==> src/hdl/cagnms_pkg.sv <==
`default_nettype none
package cagnms_pkg;

  localparam int unsigned KeptDepth = 512;
  localparam int unsigned CoordBits = 16;
  localparam int unsigned IdxBits   = $clog2(KeptDepth);
  localparam int unsigned CntBits   = $clog2(KeptDepth + 1);
  localparam int unsigned ClassBits = 7;
  localparam int unsigned ThrBits   = 9;
  localparam int unsigned LimBits   = 10;
  localparam int unsigned ConfBits  = 16;
  localparam int unsigned AddrBits  = 3;
  localparam int unsigned QueueDepth = 2;

  localparam logic [ThrBits-1:0] ThrReset = 9'd179;
  localparam logic [LimBits-1:0] LimReset = 10'd300;

  localparam logic [AddrBits-1:0] RegThr = 3'd0;
  localparam logic [AddrBits-1:0] RegLim = 3'd4;

  typedef struct packed {
    logic [CoordBits-1:0] box_left;
    logic [CoordBits-1:0] box_top;
    logic [CoordBits-1:0] box_right;
    logic [CoordBits-1:0] box_bottom;
    logic [ClassBits-1:0] class_index;
    logic [ConfBits-1:0]  confidence;
    logic                 frame_end;
  } in_word_t;

  typedef struct packed {
    logic                 kept;
    logic [CoordBits-1:0] out_left;
    logic [CoordBits-1:0] out_top;
    logic [CoordBits-1:0] out_right;
    logic [CoordBits-1:0] out_bottom;
    logic [ClassBits-1:0] out_class;
    logic [ConfBits-1:0]  out_confidence;
    logic [LimBits-1:0]   kept_count;
    logic                 last_of_frame;
  } out_word_t;

  typedef enum logic [2:0] {
    ST_IDLE,
    ST_READ,
    ST_MUL,
    ST_AREA,
    ST_CMP,
    ST_DONE
  } state_e;

endpackage
`default_nettype wire

==> src/hdl/cagnms_queue.sv <==
`default_nettype none
module cagnms_queue (
  input  wire                       clk_i,
  input  wire                       rst_ni,
  input  wire                       push_i,
  input  wire cagnms_pkg::in_word_t data_i,
  output logic                      full_o,
  input  wire                       pop_i,
  output cagnms_pkg::in_word_t      data_o,
  output logic                      empty_o
);

  localparam int unsigned PtrBits = $clog2(cagnms_pkg::QueueDepth);

  cagnms_pkg::in_word_t mem_q [cagnms_pkg::QueueDepth];
  logic [PtrBits-1:0] wr_q, rd_q;
  logic [PtrBits:0]   cnt_q;
  logic do_push, do_pop;

  assign full_o  = (cnt_q == (PtrBits+1)'(cagnms_pkg::QueueDepth));
  assign empty_o = (cnt_q == '0);
  assign do_push = push_i && !full_o;
  assign do_pop  = pop_i && !empty_o;
  assign data_o  = mem_q[rd_q];

  always_ff @(posedge clk_i) begin
    if (do_push) mem_q[wr_q] <= data_i;
  end

  always_ff @(posedge clk_i or negedge rst_ni) begin
    if (!rst_ni) begin
      wr_q  <= '0;
      rd_q  <= '0;
      cnt_q <= '0;
    end else begin
      if (do_push) wr_q <= wr_q + 1'b1;
      if (do_pop)  rd_q <= rd_q + 1'b1;
      if (do_push && !do_pop) cnt_q <= cnt_q + 1'b1;
      else if (do_pop && !do_push) cnt_q <= cnt_q - 1'b1;
    end
  end

  a_cnt_range: assert property (@(posedge clk_i) disable iff (!rst_ni)
    cnt_q <= (PtrBits+1)'(cagnms_pkg::QueueDepth)) else $error("queue count overflow");
  a_no_pop_empty: assert property (@(posedge clk_i) disable iff (!rst_ni)
    empty_o |=> !($past(cnt_q) == '0 && cnt_q > 1)) else $error("queue count jump");
  a_full_hold: assert property (@(posedge clk_i) disable iff (!rst_ni)
    (full_o && !pop_i) |=> full_o) else $error("full dropped without pop");

endmodule
`default_nettype wire

==> config.mk <==
export PLATFORM = sky130hd
export DESIGN_NAME = cagnms_queue
export DESIGN_NICKNAME = d
export VERILOG_FILES = /design/src/hdl/cagnms_pkg.sv /design/src/hdl/cagnms_queue.sv
export SDC_FILE = /design/constraint.sdc
export NUM_CORES = 1
export LEC_CHECK = 0
export BUFFER_PORTS_ARGS = -buffer_cell sky130_fd_sc_hd__buf_2
export CAP_MARGIN = 5
export CORE_ASPECT_RATIO = 1.2
export CORE_MARGIN = 4
export CORE_UTILIZATION = 45
export CTS_BUF_LIST = sky130_fd_sc_hd__clkbuf_8
export CTS_CLUSTER_DIAMETER = 30
export DETAILED_ROUTE_END_ITERATION = 7
export HOLD_SLACK_MARGIN = 0.03
export PLACE_DENSITY = 0.7
export SLEW_MARGIN = 25
export SYNTH_ARGS = -nofsm -noshare
export SYNTH_HDL_FRONTEND = slang
export SYNTH_SLANG_ARGS = --single-unit
==> constraint.sdc <==
create_clock -name clk_i -period 12.6 [get_ports clk_i]
set_clock_uncertainty 0.05 [all_clocks]
set_input_delay 1.26 -clock clk_i [delete_from_list [all_inputs] [get_ports clk_i]]
set_output_delay 1.26 -clock clk_i [all_outputs]
set_load 0.05 [all_outputs]
==> results.toml <==
[grt]
grt_max_degree = 48
grt_usage = 0.141
grt_pass1_vias = 3637
antenna_found_initial = 1
grt_pass1_wl_mm = 18.1
grt-ovfl-total = 0

[critical_path]
startpoint_type = "register"
rrSetupSlack_ns = 10.06
slowest_delay_ns = 0.82
cp.required_ns = 11.29
path_buf_inv = 2
slowest_stage = "dfrtp_4"
crit_path_end_kind = "output pin"
worstReg2RegStart = "cnt_q[0]$_DFFE_PN0P_"
cp_max_fo = 46
r2r-end = "mem_q[0][41]$_DFFE_PP_"
crit_type = "reg -> out"
cp_cell_sequence = "buf_4 -> mux2_2 -> buf_2"
worstPathArrival_ns = 2.64
reg2reg_depth = 5
critPathTopFamily = "buffers and inverters"

[run]
drv_cap = 0

[clocking]
cts_made_buffers = 17
postCtsHoldBufs = 0
h-tree-depth = 4
clkTransAtPathRegs_ns = 0.09
clkLatencyLatePin_ns = 0.44
postCtsSetupRepairBufs = 0
cts_sinks = 180
cts_root_buffer = "clkbuf_8"
cts.path.max_buffers = 2
tritoncts = "built"
cts-resized-gates = 0

[yosys]
syn_area_sq_um = 6580
synth_top_area_frac = 0.803
synth.yosys.seq_area_share = 0.819
ys_top_cells_by_area = "edfxtp_1, mux2_2, mux2_4"
syn_area_per_cell_sq_um = 22.5
synth.net_count = 386
synth_cells = 293
yosys.area.top_type = "edfxtp_1"
ys_ff_latch = 180
synth_cell_types = 15
yosysWarningCount = 0

[placement]
dpl.hpwl_mm = 7.84
placed_cell_area_sq_um = 7700
io_buffers = 181
dp_cells = 643
gp_congestion = 0.707

[route]
drt_first_iter_violations = 197
antenna_left = 0
drc = 0
firstDrtPassIters = 4
routedWlPerCell_microns = 17.2
wirelength_mm = 11.6
via_count = 3259
viasPerCell = 4.83

[finish]
mostFrequentLayoutCells = "buf_2, edfxtp_1, mux2_2"
final_layout_size_suffix_gt1_frac = 0.602
layout_commonest_cell = "buf_2"
antenna_cells = 0
multi_input_area_sq_um = 1130
syn_to_final_growth_pct = 22.9
nets = 580
final_area_sq_um = 8090
utilization = 0.563
ff_latch_area_sq_um = 5390
instances_no_fill = 675
fillers = 1091

[outcome]
status = "finished, final reports clean"

[power]
ir_drop_mv = 0.166
p_leak_nw = 3.07
p_per_area_nw_per_um2 = 270
total_power_mw = 2.19

[floorplanning]
die_area_sq_um = 16600
core_sq_um = 14400
rows = 48
die-height_microns = 140
die_w_microns = 118
start_util = 0.458
ios = 182

[sta]
finalMaxSlewViolations = 0
relSlewSlack = 0.564
rsz0062_at_grt = "no"
hold_violations = 0
worst_pin_slew_ns = 0.655
fin_crit_ns = 3.95
finalSetupViolations = 0
fin_tns_setup_ns = 0
fmax_ghz = 0.253
period_share = 0.313

[min_path]
hp-class = "reg -> reg"
hold_path_startpoint = "cnt_q[1]$_DFFE_PN0P_"
whs_endpoint = "cnt_q[1]$_DFFE_PN0P_"
whs_path_depth = 1
registers in the layout (all words and copies together), names as in the netlist:
name / flops
rd_q: 1
wr_q: 1
mem_q: 176
cnt_q: 2
area by class of cell:
class                           instances  share of cell area
Timing Repair Buffer                  185               0.118
Clock buffer                           17              0.0289
Sequential cell                       180               0.667
Inverter                                2            0.000929
Tap cell                              175              0.0271
Multi-Input combinational cell        101               0.140
Clock inverter                         15              0.0186
kinds of logic after synthesis:
| group | share of synthesized area |
|---|---|
| AOI/OAI and AO/OA | 0.000760 |
| DFF | 0.819 |
| muxes | 0.156 |
| adders and majority gates | 0.00190 |
| xor gates and xnor gates | 0.00666 |
| buffers and inverters | 0.0116 |
| and+or+nand+nor | 0.00418 |
power breakdown:
part           switching [mW]  total [mW]  internal, mW
logic                   0.671       0.931         0.260
registers              0.0589       0.877         0.818
clock network           0.187       0.378         0.191
total                   0.917        2.19          1.27
synth_stat cells:
library cell / number
o21ai_0: 1
nor2_1: 3
buf_2: 7
mux2_2: 78
inv_1: 2
ha_1: 1
mux2_4: 10
buf_6: 3
and3_1: 1
xnor2_1: 3
edfxtp_1: 176
xor2_1: 2
nand2_1: 1
nand2b_1: 1
dfrtp_1: 4
worst max-delay path by stage:
stage,from,slack (ns),depth (start not counted),to
6_report,rd_q$_DFFE_PN0P_,8.65,3,data_o[77]
5_1_grt,rd_q$_DFFE_PN0P_,8.51,3,data_o[77]
4_1_cts,rd_q$_DFFE_PN0P_,8.60,3,data_o[77]
3_5_place_dp,rd_q$_DFFE_PN0P_,9.11,3,data_o[77]
3_3_place_gp,push_i,9.01,4,mem_q[0][40]$_DFFE_PP_
2_1_floorplan,push_i,7.00,2,mem_q[0][0]$_DFFE_PP_
metrics by stage:
step | hold slack, ns | setup WS [ns]
CTS | 0.480 | 8.60
global placement | 0.452 | 9.01
floorplan | 0.411 | 7.00
global route | 0.487 | 8.51
finish | 0.474 | 8.65
detailed placement | 0.469 | 9.11
metal layers:
metal / up-vias / global-route usage / share of wire
li1: 1543 / - / -
met1: 1598 / 0.157 / 0.39
met5: - / 0 / 0.00060
met3: 8 / 0.0569 / 0.070
met4: 2 / 0.0513 / 0.0084
met2: 108 / 0.245 / 0.53
Note: power is estimated with default switching activity, not from simulation.
